==> src/hw/rtl/tlr_pkg.sv <==
// Shared types and constants for the thick line rasterizer.
package tlr_pkg;

   localparam int COORD_W = 6;
   localparam int DEC_W   = 10;
   localparam int WIDTH_W = 4;
   localparam int SPAN_W  = 3;

   localparam logic [WIDTH_W-1:0] STROKE_WIDTH_RESET = WIDTH_W'(1);

   typedef enum logic [1:0] {
      OCT_X_RISE = 2'd0,
      OCT_Y_RISE = 2'd1,
      OCT_X_FALL = 2'd2,
      OCT_Y_FALL = 2'd3
   } tlr_octant_type;

   typedef struct packed {
      logic [COORD_W-1:0] x_start;
      logic [COORD_W-1:0] y_start;
      logic [COORD_W-1:0] x_end;
      logic [COORD_W-1:0] y_end;
   } tlr_req_type;

   typedef struct packed {
      logic [COORD_W-1:0] pixel_x;
      logic [COORD_W-1:0] pixel_y;
      logic               spread_along_y;
      logic [SPAN_W-1:0]  half_span;
      logic               last_pixel;
   } tlr_rsp_type;

   typedef struct packed {
      tlr_octant_type     octant;
      logic [COORD_W-1:0] start_x;
      logic [COORD_W-1:0] start_y;
      logic [COORD_W-1:0] stop_coord;
      logic signed [DEC_W-1:0] decision;
      logic signed [DEC_W-1:0] inc_straight;
      logic signed [DEC_W-1:0] inc_diagonal;
   } tlr_cmd_type;

endpackage

==> src/hw/rtl/tlr_front.sv <==
// Request front end: clamps endpoints, picks the octant case, orders endpoints, sets up the walk.
module tlr_front #(
   parameter int GRID_SIZE = 64
) (
   input  logic                req_valid,
   output logic                req_ready,
   input  tlr_pkg::tlr_req_type req_data,
   output logic                cmd_valid,
   input  logic                cmd_ready,
   output tlr_pkg::tlr_cmd_type cmd_data
);
   import tlr_pkg::*;

   localparam logic [COORD_W-1:0] GRID_MAX = COORD_W'(GRID_SIZE - 1);

   function automatic logic [COORD_W-1:0] clamp_coord(input logic [COORD_W-1:0] v);
      return (v > GRID_MAX) ? GRID_MAX : v;
   endfunction

   logic [COORD_W-1:0]        ax, ay, bx, by;
   logic signed [COORD_W:0]   dx, dy, odx, ody;
   logic [COORD_W-1:0]        adx, ady;
   logic                      positive, xmajor, swap;
   tlr_octant_type            octant;
   logic signed [DEC_W-1:0]   wdx, wdy;

   assign req_ready = cmd_ready;
   assign cmd_valid = req_valid;

   always_comb begin
      ax = clamp_coord(req_data.x_start);
      ay = clamp_coord(req_data.y_start);
      bx = clamp_coord(req_data.x_end);
      by = clamp_coord(req_data.y_end);
      dx = signed'({1'b0, bx}) - signed'({1'b0, ax});
      dy = signed'({1'b0, by}) - signed'({1'b0, ay});
      adx = dx[COORD_W] ? COORD_W'(-dx) : dx[COORD_W-1:0];
      ady = dy[COORD_W] ? COORD_W'(-dy) : dy[COORD_W-1:0];
      positive = (dy > 0 && dx >= 0) || (dy < 0 && dx < 0);
      xmajor = ady < adx;
      if (positive) begin
         octant = xmajor ? OCT_X_RISE : OCT_Y_RISE;
      end else begin
         octant = xmajor ? OCT_X_FALL : OCT_Y_FALL;
      end
      unique case (octant)
         OCT_X_RISE, OCT_X_FALL: swap = ax > bx;
         OCT_Y_RISE:             swap = ay > by;
         OCT_Y_FALL:             swap = ay <= by;
         default:                swap = 1'b0;
      endcase
      odx = swap ? -dx : dx;
      ody = swap ? -dy : dy;
      wdx = {{(DEC_W-COORD_W-1){odx[COORD_W]}}, odx};
      wdy = {{(DEC_W-COORD_W-1){ody[COORD_W]}}, ody};

      cmd_data.octant  = octant;
      cmd_data.start_x = swap ? bx : ax;
      cmd_data.start_y = swap ? by : ay;
      unique case (octant)
         OCT_X_RISE: begin
            cmd_data.decision     = (wdy <<< 1) - wdx;
            cmd_data.inc_straight = wdy <<< 1;
            cmd_data.inc_diagonal = (wdy - wdx) <<< 1;
            cmd_data.stop_coord   = swap ? ax : bx;
         end
         OCT_Y_RISE: begin
            cmd_data.decision     = wdy - (wdx <<< 1);
            cmd_data.inc_straight = -(wdx <<< 1);
            cmd_data.inc_diagonal = (wdy - wdx) <<< 1;
            cmd_data.stop_coord   = swap ? ay : by;
         end
         OCT_X_FALL: begin
            cmd_data.decision     = (wdy <<< 1) + wdx;
            cmd_data.inc_straight = wdy <<< 1;
            cmd_data.inc_diagonal = (wdy + wdx) <<< 1;
            cmd_data.stop_coord   = swap ? ax : bx;
         end
         default: begin
            cmd_data.decision     = wdy + (wdx <<< 1);
            cmd_data.inc_straight = wdx <<< 1;
            cmd_data.inc_diagonal = (wdy + wdx) <<< 1;
            cmd_data.stop_coord   = swap ? ay : by;
         end
      endcase
   end

endmodule

==> src/hw/rtl/tlr_queue.sv <==
// Two-entry command queue between the front end and the line walker.
module tlr_queue (
   input  logic                 clock,
   input  logic                 reset,
   input  logic                 push_valid,
   output logic                 push_ready,
   input  tlr_pkg::tlr_cmd_type push_data,
   output logic                 pop_valid,
   input  logic                 pop_ready,
   output tlr_pkg::tlr_cmd_type pop_data
);
   import tlr_pkg::*;

   tlr_cmd_type entry_ff [2];
   logic        wr_ptr_ff, wr_ptr_in;
   logic        rd_ptr_ff, rd_ptr_in;
   logic [1:0]  count_ff, count_in;
   logic        do_push, do_pop;

   assign push_ready = count_ff != 2'd2;
   assign pop_valid  = count_ff != 2'd0;
   assign pop_data   = entry_ff[rd_ptr_ff];
   assign do_push    = push_valid && push_ready;
   assign do_pop     = pop_valid && pop_ready;

   always_comb begin
      wr_ptr_in = do_push ? ~wr_ptr_ff : wr_ptr_ff;
      rd_ptr_in = do_pop ? ~rd_ptr_ff : rd_ptr_ff;
      count_in  = count_ff + 2'(do_push) - 2'(do_pop);
   end

   always_ff @(posedge clock) begin
      if (reset) begin
         wr_ptr_ff <= 1'b0;
         rd_ptr_ff <= 1'b0;
         count_ff  <= 2'd0;
      end else begin
         wr_ptr_ff <= wr_ptr_in;
         rd_ptr_ff <= rd_ptr_in;
         count_ff  <= count_in;
      end
   end

   always_ff @(posedge clock) begin
      if (do_push) begin
         entry_ff[wr_ptr_ff] <= push_data;
      end
   end

endmodule

==> src/hw/rtl/tlr_back.sv <==
// Line walker: steps the midpoint decision; one centre pixel per cycle when not stalled.
module tlr_back (
   input  logic                 clock,
   input  logic                 reset,
   input  logic                 cmd_valid,
   output logic                 cmd_ready,
   input  tlr_pkg::tlr_cmd_type cmd_data,
   input  logic [tlr_pkg::SPAN_W-1:0] half_span,
   output logic                 rsp_valid,
   input  logic                 rsp_ready,
   output tlr_pkg::tlr_rsp_type rsp_data
);
   import tlr_pkg::*;

   typedef enum logic [1:0] {
      ST_IDLE = 2'b01,
      ST_WALK = 2'b10
   } tlr_state_type;

   tlr_state_type           state_ff, state_in;
   tlr_octant_type          octant_ff, octant_in;
   logic [COORD_W-1:0]      cur_x_ff, cur_x_in;
   logic [COORD_W-1:0]      cur_y_ff, cur_y_in;
   logic [COORD_W-1:0]      stop_ff, stop_in;
   logic signed [DEC_W-1:0] decision_ff, decision_in;
   logic signed [DEC_W-1:0] inc_straight_ff, inc_straight_in;
   logic signed [DEC_W-1:0] inc_diagonal_ff, inc_diagonal_in;
   logic                    rsp_valid_ff, rsp_valid_in;
   tlr_rsp_type             rsp_data_ff, rsp_data_in;
   logic                    out_free, more, straight, x_major;

   assign out_free  = !rsp_valid_ff || rsp_ready;
   assign cmd_ready = state_ff == ST_IDLE;
   assign rsp_valid = rsp_valid_ff;
   assign rsp_data  = rsp_data_ff;

   always_comb begin
      x_major = octant_ff == OCT_X_RISE || octant_ff == OCT_X_FALL;
      unique case (octant_ff)
         OCT_X_RISE: begin
            more     = cur_x_ff < stop_ff;
            straight = decision_ff <= 0;
         end
         OCT_Y_RISE: begin
            more     = cur_y_ff < stop_ff;
            straight = decision_ff > 0;
         end
         OCT_X_FALL: begin
            more     = cur_x_ff < stop_ff;
            straight = decision_ff >= 0;
         end
         default: begin
            more     = cur_y_ff > stop_ff;
            straight = decision_ff < 0;
         end
      endcase
   end

   always_comb begin
      state_in        = state_ff;
      octant_in       = octant_ff;
      cur_x_in        = cur_x_ff;
      cur_y_in        = cur_y_ff;
      stop_in         = stop_ff;
      decision_in     = decision_ff;
      inc_straight_in = inc_straight_ff;
      inc_diagonal_in = inc_diagonal_ff;
      rsp_valid_in    = rsp_valid_ff && !rsp_ready;
      rsp_data_in     = rsp_data_ff;
      unique case (state_ff)
         ST_IDLE: begin
            if (cmd_valid) begin
               octant_in       = cmd_data.octant;
               cur_x_in        = cmd_data.start_x;
               cur_y_in        = cmd_data.start_y;
               stop_in         = cmd_data.stop_coord;
               decision_in     = cmd_data.decision;
               inc_straight_in = cmd_data.inc_straight;
               inc_diagonal_in = cmd_data.inc_diagonal;
               state_in        = ST_WALK;
            end
         end
         ST_WALK: begin
            if (out_free) begin
               rsp_valid_in               = 1'b1;
               rsp_data_in.pixel_x        = cur_x_ff;
               rsp_data_in.pixel_y        = cur_y_ff;
               rsp_data_in.spread_along_y = x_major;
               rsp_data_in.half_span      = half_span;
               rsp_data_in.last_pixel     = !more;
               if (!more) begin
                  state_in = ST_IDLE;
               end else begin
                  decision_in = decision_ff + (straight ? inc_straight_ff : inc_diagonal_ff);
                  unique case (octant_ff)
                     OCT_X_RISE: begin
                        cur_x_in = cur_x_ff + 1'b1;
                        cur_y_in = straight ? cur_y_ff : cur_y_ff + 1'b1;
                     end
                     OCT_Y_RISE: begin
                        cur_y_in = cur_y_ff + 1'b1;
                        cur_x_in = straight ? cur_x_ff : cur_x_ff + 1'b1;
                     end
                     OCT_X_FALL: begin
                        cur_x_in = cur_x_ff + 1'b1;
                        cur_y_in = straight ? cur_y_ff : cur_y_ff - 1'b1;
                     end
                     default: begin
                        cur_y_in = cur_y_ff - 1'b1;
                        cur_x_in = straight ? cur_x_ff : cur_x_ff + 1'b1;
                     end
                  endcase
               end
            end
         end
         default: state_in = ST_IDLE;
      endcase
   end

   always_ff @(posedge clock) begin
      if (reset) begin
         state_ff     <= ST_IDLE;
         rsp_valid_ff <= 1'b0;
      end else begin
         state_ff     <= state_in;
         rsp_valid_ff <= rsp_valid_in;
      end
   end

   always_ff @(posedge clock) begin
      octant_ff       <= octant_in;
      cur_x_ff        <= cur_x_in;
      cur_y_ff        <= cur_y_in;
      stop_ff         <= stop_in;
      decision_ff     <= decision_in;
      inc_straight_ff <= inc_straight_in;
      inc_diagonal_ff <= inc_diagonal_in;
      rsp_data_ff     <= rsp_data_in;
   end

endmodule

==> src/hw/rtl/thick_line_rasterizer.sv <==
// Thick line rasterizer top level: stroke width register, front end, command queue, line walker.
//
// Each request carries two endpoints and yields one response per centre pixel of the line, in
// walk order, the final one flagged with last_pixel. The front end clamps, classifies and sets
// up a request in the cycle it is accepted and places it in a two-entry queue, so up to two
// further requests are taken while a line is being drawn. The walker loads a line from the queue
// while idle, then emits one pixel per cycle while rsp_ready is high and returns to idle after
// the last pixel, only then taking the next line. Each response carries stroke_width / 2 as
// its half span; write stroke_width only while no line is in flight.
module thick_line_rasterizer #(
   parameter int GRID_SIZE = 64
) (
   input  logic                          clock,
   input  logic                          reset,
   input  logic                          csr_valid,
   output logic                          csr_ready,
   input  logic [tlr_pkg::WIDTH_W-1:0]   csr_data,
   input  logic                          req_valid,
   output logic                          req_ready,
   input  tlr_pkg::tlr_req_type          req_data,
   output logic                          rsp_valid,
   input  logic                          rsp_ready,
   output tlr_pkg::tlr_rsp_type          rsp_data
);
   import tlr_pkg::*;

   logic [WIDTH_W-1:0] stroke_width_ff, stroke_width_in;
   logic [SPAN_W-1:0]  half_span;
   logic               push_valid, push_ready, pop_valid, pop_ready;
   tlr_cmd_type        push_data, pop_data;

   assign csr_ready = 1'b1;
   assign half_span = SPAN_W'(stroke_width_ff >> 1);

   always_comb begin
      stroke_width_in = (csr_valid && csr_ready) ? csr_data : stroke_width_ff;
   end

   always_ff @(posedge clock) begin
      if (reset) begin
         stroke_width_ff <= STROKE_WIDTH_RESET;
      end else begin
         stroke_width_ff <= stroke_width_in;
      end
   end

   tlr_front #(
      .GRID_SIZE (GRID_SIZE)
   ) u_front (
      .req_valid (req_valid),
      .req_ready (req_ready),
      .req_data  (req_data),
      .cmd_valid (push_valid),
      .cmd_ready (push_ready),
      .cmd_data  (push_data)
   );

   tlr_queue u_queue (
      .clock      (clock),
      .reset      (reset),
      .push_valid (push_valid),
      .push_ready (push_ready),
      .push_data  (push_data),
      .pop_valid  (pop_valid),
      .pop_ready  (pop_ready),
      .pop_data   (pop_data)
   );

   tlr_back u_back (
      .clock     (clock),
      .reset     (reset),
      .cmd_valid (pop_valid),
      .cmd_ready (pop_ready),
      .cmd_data  (pop_data),
      .half_span (half_span),
      .rsp_valid (rsp_valid),
      .rsp_ready (rsp_ready),
      .rsp_data  (rsp_data)
   );

endmodule
==> config.mk <==
export PLATFORM = sky130hd
export DESIGN_NAME = thick_line_rasterizer
export DESIGN_NICKNAME = d
export VERILOG_FILES = /design/src/hw/rtl/tlr_pkg.sv /design/src/hw/rtl/tlr_front.sv /design/src/hw/rtl/tlr_queue.sv /design/src/hw/rtl/tlr_back.sv /design/src/hw/rtl/thick_line_rasterizer.sv
export SDC_FILE = /design/constraint.sdc
export NUM_CORES = 1
export LEC_CHECK = 0
export BUFFER_PORTS_ARGS = -buffer_cell sky130_fd_sc_hd__buf_2
export CAP_MARGIN = 10
export CORE_UTILIZATION = 40
export DETAILED_ROUTE_END_ITERATION = 8
export RECOVER_POWER = 50
export SLEW_MARGIN = 20
export SYNTH_ARGS = -nofsm -noshare
export SYNTH_HDL_FRONTEND = slang
export SYNTH_SLANG_ARGS = --single-unit
==> constraint.sdc <==
create_clock -name clock -period 8.55 [get_ports clock]
set_input_delay 0.855 -clock clock [delete_from_list [all_inputs] [get_ports clock]]
set_output_delay 0.855 -clock clock [all_outputs]
set_load 0.01 [all_outputs]
* Word level (Yosys, flattened, before mapping)
Memory sizes are Yosys's and may differ from the RTL's. A register that Yosys moved wholly into a read port is not among the register bits. Index checks and enable logic that the tools add are counted.
Cells by class: $add $sub $neg 17, order comparisons 19, equality and inequality tests 15, muxes and demuxes 47, bitwise gates (word level) 2, reductions and logical operators 23
Operators by type and width (number):
- 6-bit two-way mux | 20
- 36-bit case mux with 3 select lines | 1
- 10-bit two-way mux | 4
- 6-bit > comparator (second input constant) | 4
- 6-bit case mux with 2 select lines | 2
- 10-bit case mux with 2 select lines | 1
- 6-bit > comparator | 3
- 6-bit less-than comparator | 3
- 6-bit case mux with 3 select lines | 1
- 7-bit by 1-bit less-than comparator with 1-bit output (second input constant) | 2
- 7-bit two-way mux | 2
- 7-bit negator | 2
- 6-bit by 6-bit subtractor with 7-bit output | 2
- 6-bit by 1-bit adder with 6-bit output (second input constant) | 2
- 10-bit adder | 1
- 10-bit by 1-bit greater-or-equal comparator with 1-bit output (second input constant) | 1
- 10-bit by 1-bit > comparator with 1-bit output (second input constant) | 1
- 10-bit by 1-bit less-or-equal comparator with 1-bit output (second input constant) | 1
- 10-bit by 1-bit less-than comparator with 1-bit output (second input constant) | 1
- 8-bit negator with 10-bit output | 1
- 7-bit by 8-bit adder with 9-bit output | 1
- 8-bit by 7-bit adder with 9-bit output | 1
- 3-bit != test (second input constant) | 3
- 7-bit by 8-bit subtractor with 9-bit output | 1
- 30 further kinds | 62
Storage, ports and cells: bits in registers 78, memory bits (writable) 100, input port bits 33, output and inout port bits 20, logic and storage cells 142, memories 1
Memory list:
- u_queue.entry_ff | depth 2, bits a word 50, rd ports 1, clocked after memory_dff 1, wr ports 1, line tlr_queue.sv:14 | tlr_cmd_type entry_ff [2];

* Depth between registers and ports, before layout
depth after elaboration 14, mapped depth 36

* Modules after synthesis
A second synthesis with hierarchy kept.
Second synthesis, totals: cells, all modules 998, area total of the unflattened synthesis 11079.4 um^2
By module, submodules not included:
- tlr_queue | times used 1, cells an instance 185, area an instance 3880.0 um^2, sequential area each 3103.0 um^2
- tlr_front | times used 1, cells an instance 531, area an instance 3603.5 um^2, sequential area each 0.0 um^2
- tlr_back | times used 1, cells an instance 271, area an instance 3483.3 um^2, sequential area each 2072.0 um^2
- thick_line_rasterizer | times used 1, cells an instance 11, area an instance 112.6 um^2, sequential area each 60.1 um^2

* Worst setup path before layout
OpenSTA, ideal clock, no wires.
path type input-to-reg, from input req_data[18] in the netlist's numbering, to memory u_queue.entry_ff[0][29] in the netlist's numbering (data pin), setup time 262 ps, arrival time 7426 ps, required time 8288 ps, path slack 862 ps, stages 34, path buffers 3, cells stage by stage clkbuf_1 ha_1 inv_1 ha_1 or3_1 a211oi_2 nand2_1 nor2_1 nor2_1 xnor2_1 ha_1 o21a_1 nor2_1 a31o_2 clkinv_1 a22o_1 or2_2 a21oi_2 buf_4 buf_2 nor2_1 xnor2_1 inv_1 ha_1 a21o_1 a21oi_1 a2bb2oi_1 a211o_1 nor3_1 a221oi_1 o2111ai_1 or2_1 nand2b_1 o221a_1
On the way: word-level cells in the longest chain between the ends 14, elaborated cells between the ends (all ways) 28
RTL lines:
- start: declaration | line thick_line_rasterizer.sv:20 | input tlr_pkg::tlr_req_type req_data,
- 6-bit > comparator | line tlr_front.sv:17 | return (v > GRID_MAX) ? GRID_MAX : v;
- 6-bit two-way mux (*) | line tlr_front.sv:17
- 6-bit by 6-bit subtractor with 7-bit output | line tlr_front.sv:35 | dx = signed'({1'b0, bx}) - signed'({1'b0, ax});
- 7-bit negator | line tlr_front.sv:37 | adx = dx[COORD_W] ? COORD_W'(-dx) : dx[COORD_W-1:0];
- 6-bit two-way mux | line tlr_front.sv:37
- 6-bit less-than comparator | line tlr_front.sv:40 | xmajor = ady < adx;
- 1-bit two-way mux | line tlr_front.sv:42, tlr_front.sv:44
- 2-bit two-way mux | line tlr_front.sv:41 | if (positive) begin
- 2-bit == test / 2-bit zero test (equally long branches) | line tlr_front.sv:46, tlr_front.sv:60
- 2-bit OR reduction | line tlr_front.sv:46 | unique case (octant)
- 1-bit case mux with 3 select lines | line tlr_front.sv:46
- 7-bit two-way mux (on tied branches) | line tlr_front.sv:53, tlr_front.sv:52
- 7-bit by 8-bit adder with 9-bit output (tied with other cells) | line tlr_front.sv:80 | cmd_data.decision = wdy + (wdx <<< 1);
- 36-bit case mux with 3 select lines (*) | line tlr_front.sv:60 | unique case (octant)
- end: declaration | line tlr_queue.sv:14
Mark *: on every way between the ends. The rest lies on a longest branch, timed or not.

* Worst setup path in the final report
from input req_data[6] in the netlist's numbering, to memory u_queue.entry_ff[0][29] in the netlist's numbering (data pin)
Same word-level chain as after synthesis.

==> qor.yml <==
die:
  fp-row-count: 58
  dieArea_um2: 26800
  fp.dieW_um: 163.7
  io_pins: 53
  die_h_um: 163.7
  core_area_um2: 25400
  initial_core_util_pct: 41.19
synthesis:
  yosys_most_used_dff: "edfxtp_1"
  synthXorXnorAreaFrac_pct: 6.195
  synth_nets: 1077
  synthArstFlopShare_pct: 0
  synth_seq_cells: 167
  synth_edf_count: 156
  synth_top_family_by_area: "compound AO/OA/AOI/OAI gates"
  synthSimpleGateAreaFrac_pct: 10.30
  muxShareOfSynthArea_pct: 7.021
  yosysSeqAreaShare_pct: 46.88
  syn_avg_cell_area_um2: 10.92
  synth_warnings: 0
  synth-compound-area-share_pct: 14.78
  synth_fa_ha_area_share_pct: 10.79
  yosysUniqueCellTypes: 70
  synth_area_um2: 10460
  syn_inst: 958
layout:
  area_growth_pct: 12.43
  fin_cells: 1358
  num-nets-final: 1134
  multiInputGateArea_um2: 5154
  diodes: 0
  final_cell_mix: "edfxtp_1, nor2_1, ha_1"
  finalInstanceArea_um2: 11760
  fill_cells: 2376
  regArea_um2: 4905
  drive_gt1_share_pct: 15.47
  final_common_cell: "edfxtp_1"
cts:
  cts_hold_buf: 0
  cts_buffers: 17
  clockBufferDepth: 2
  cts_sinks: 167
  cts_resized: 0
  cts_max_level: 4
  cts_setup_buffers: 0
  insertion_delay_ns: 0.42
  clkSlewWorstSetupHoldPaths_ns: 0.07
  cts_root_buffer: "clkbuf_16"
  cts_tree: "built"
place:
  place_area_um2: 11190
  hpwl_mm: 16.53
  port_buffers: 50
  place_inst: 1326
  gp_congestion: 0.8760
sta:
  fin_setup_tns_ns: 0
  period_needed_ns: 7.786
  rsz0062_at_grt: "false"
  max_freq_ghz: 0.1284
  finalSetupViolCount: 0
  hold_viol: 0
  slew_headroom_pct: -107.2
  drv_slew: 223
  finalCritPeriodShare_pct: 91.07
  skew_ns: 0.009553
  tightest_slew_ns: 3.108
run:
  maxCapViolCount: 5
global_route:
  grt_start_max_net_pins: 52
  grt_pass1_wl_mm: 36.47
  antenna_found_initial: 0
  first_global_vias: 6978
  overflow: 0
  track_usage_pct: 17.56
worst_setup_path:
  criticalPathCategory: "primary input to flop"
  slowest_delay_ns: 0.41
  startpoint_type: "primary input"
  crit_fanout: 28
  critPathSlowestCell: "or3_1"
  crit_top_cell: "ha_1"
  required_ns: 8.70
  crit_arrival_ns: 7.94
  end_kind: "flop"
run_status:
  outcome: "finished, violations left"
  violations: "capacitance limit, slew limit"
drt:
  drc_errors: 0
  vias: 7131
  ant_nets: 0
  drt_iter0_markers: 501
  dr.pass1.iters: 5
  wire_per_inst_um: 16.38
  viasPerCell: 5.251
  routed_wl_mm: 22.24
hold_path:
  hp-class: "flop to flop"
==> per-layer routing <==
| layer | vias to the layer above | share of wire (%) | track usage (%) |
|---|---|---|---|
| li1 | 3591 | - | - |
| met1 | 3437 | 50 | 24.29 |
| met3 | 16 | 2.3 | 2.172 |
| met2 | 87 | 47 | 29.18 |
| met5 | - | 0 | 0 |
| met4 | 0 | 0.92 | 4.251 |
==> metrics by stage <==
step / utilization [%] / hold slack [ns] / setup slack, ns
after detailed placement: 44.06 / 0.4178 / 0.3826
after CTS: 46.40 / 0.4314 / 0.7938
after global routing: 46.31 / 0.4409 / 0.2260
after floorplan: - / 0.4076 / 0.8620
final: 46.31 / 0.4296 / 0.7639
after global placement: 44.06 / 0.4113 / 0.4346
==> final timing paths <==
kind	end	startpoint	slack (ns)	cells past startpoint
worst max-delay path	u_queue.entry_ff[0][29]$_DFFE_PP_	req_data[6]	0.76	33
worst min-delay path	u_back.rsp_data[1]$_DFFE_PP_	stroke_width_ff[1]$_SDFFE_PP0P_	0.43	0
worst max register to register	u_back.decision_ff[9]$_DFFE_PP_	u_back.decision_ff[4]$_DFFE_PP_	4.28	16
worst min register to register	u_back.rsp_data[1]$_DFFE_PP_	stroke_width_ff[1]$_SDFFE_PP0P_	0.43	0
==> area by class of cell <==
cell class | count | share of cell area, %
Multi-Input combinational cell | 685 | 43.82
Sequential cell | 167 | 41.70
Timing Repair Buffer | 80 | 3.872
Clock buffer | 18 | 3.649
Tap cell | 330 | 3.511
Inverter | 64 | 2.043
Clock inverter | 14 | 1.404
==> synthesized netlist by cell type (all sizes together), types with 4 or more instances <==
cell type,instances,area share [%]
nor4,5,0.59
mux2,35,3.8
a21o,21,1.5
edfxtp,156,45
a211oi,13,1.0
buf,12,0.62
o21a,4,0.29
fa,7,1.3
nor2,90,3.2
clkbuf,30,1.1
nor3,17,0.91
nand2,53,1.9
o21bai,15,1.1
o31ai,6,0.43
nand2b,11,0.66
nand3,10,0.48
and2,5,0.30
a211o,5,0.42
a31oi,6,0.36
o221ai,7,0.59
and3,5,0.30
a21oi,61,3.1
a2111oi,4,0.41
mux2i,34,3.3
xnor2,55,4.6
ha,79,9.4
o211ai,4,0.29
dfxtp,11,2.1
nor2b,17,1.0
o21ai,57,2.8
xor2,19,1.6
inv,62,2.2
or3,7,0.47
==> worst max-delay path, delay by kind of cell <==
kind / cells / cell delay [ns]
buf+inv: 5 / 0.76
fa+ha+maj: 4 / 1.01
xor+xnor: 2 / 0.33
compound gates: 9 / 2.29
simple gates: 13 / 2.66
==> kinds of logic after synthesis <==
logic type	count (synthesis)
xor+xnor	74
mux	69
fa+ha+maj	86
flops	167
buf+inv	106
compound gates	229
simple gates	226
other cells	1
==> flip-flops by register name (all words and copies together) (netlist names), named ones only <==
name,cells
stroke_width_ff,3
u_back.stop_ff,6
u_back.state_ff,2
u_back.rsp_valid,1
u_queue.wr_ptr_ff,1
u_back.cur_y_ff,6
u_back.inc_diagonal_ff,8
u_back.cur_x_ff,6
u_back.rsp_data,17
u_queue.count_ff,2
u_queue.entry_ff,92
u_back.decision_ff,10
u_queue.rd_ptr_ff,1
u_back.octant_ff,2
u_back.inc_straight_ff,9
Power is not shown: default switching activity piles up to over one toggle a cycle in this logic, so the estimate is an artifact.
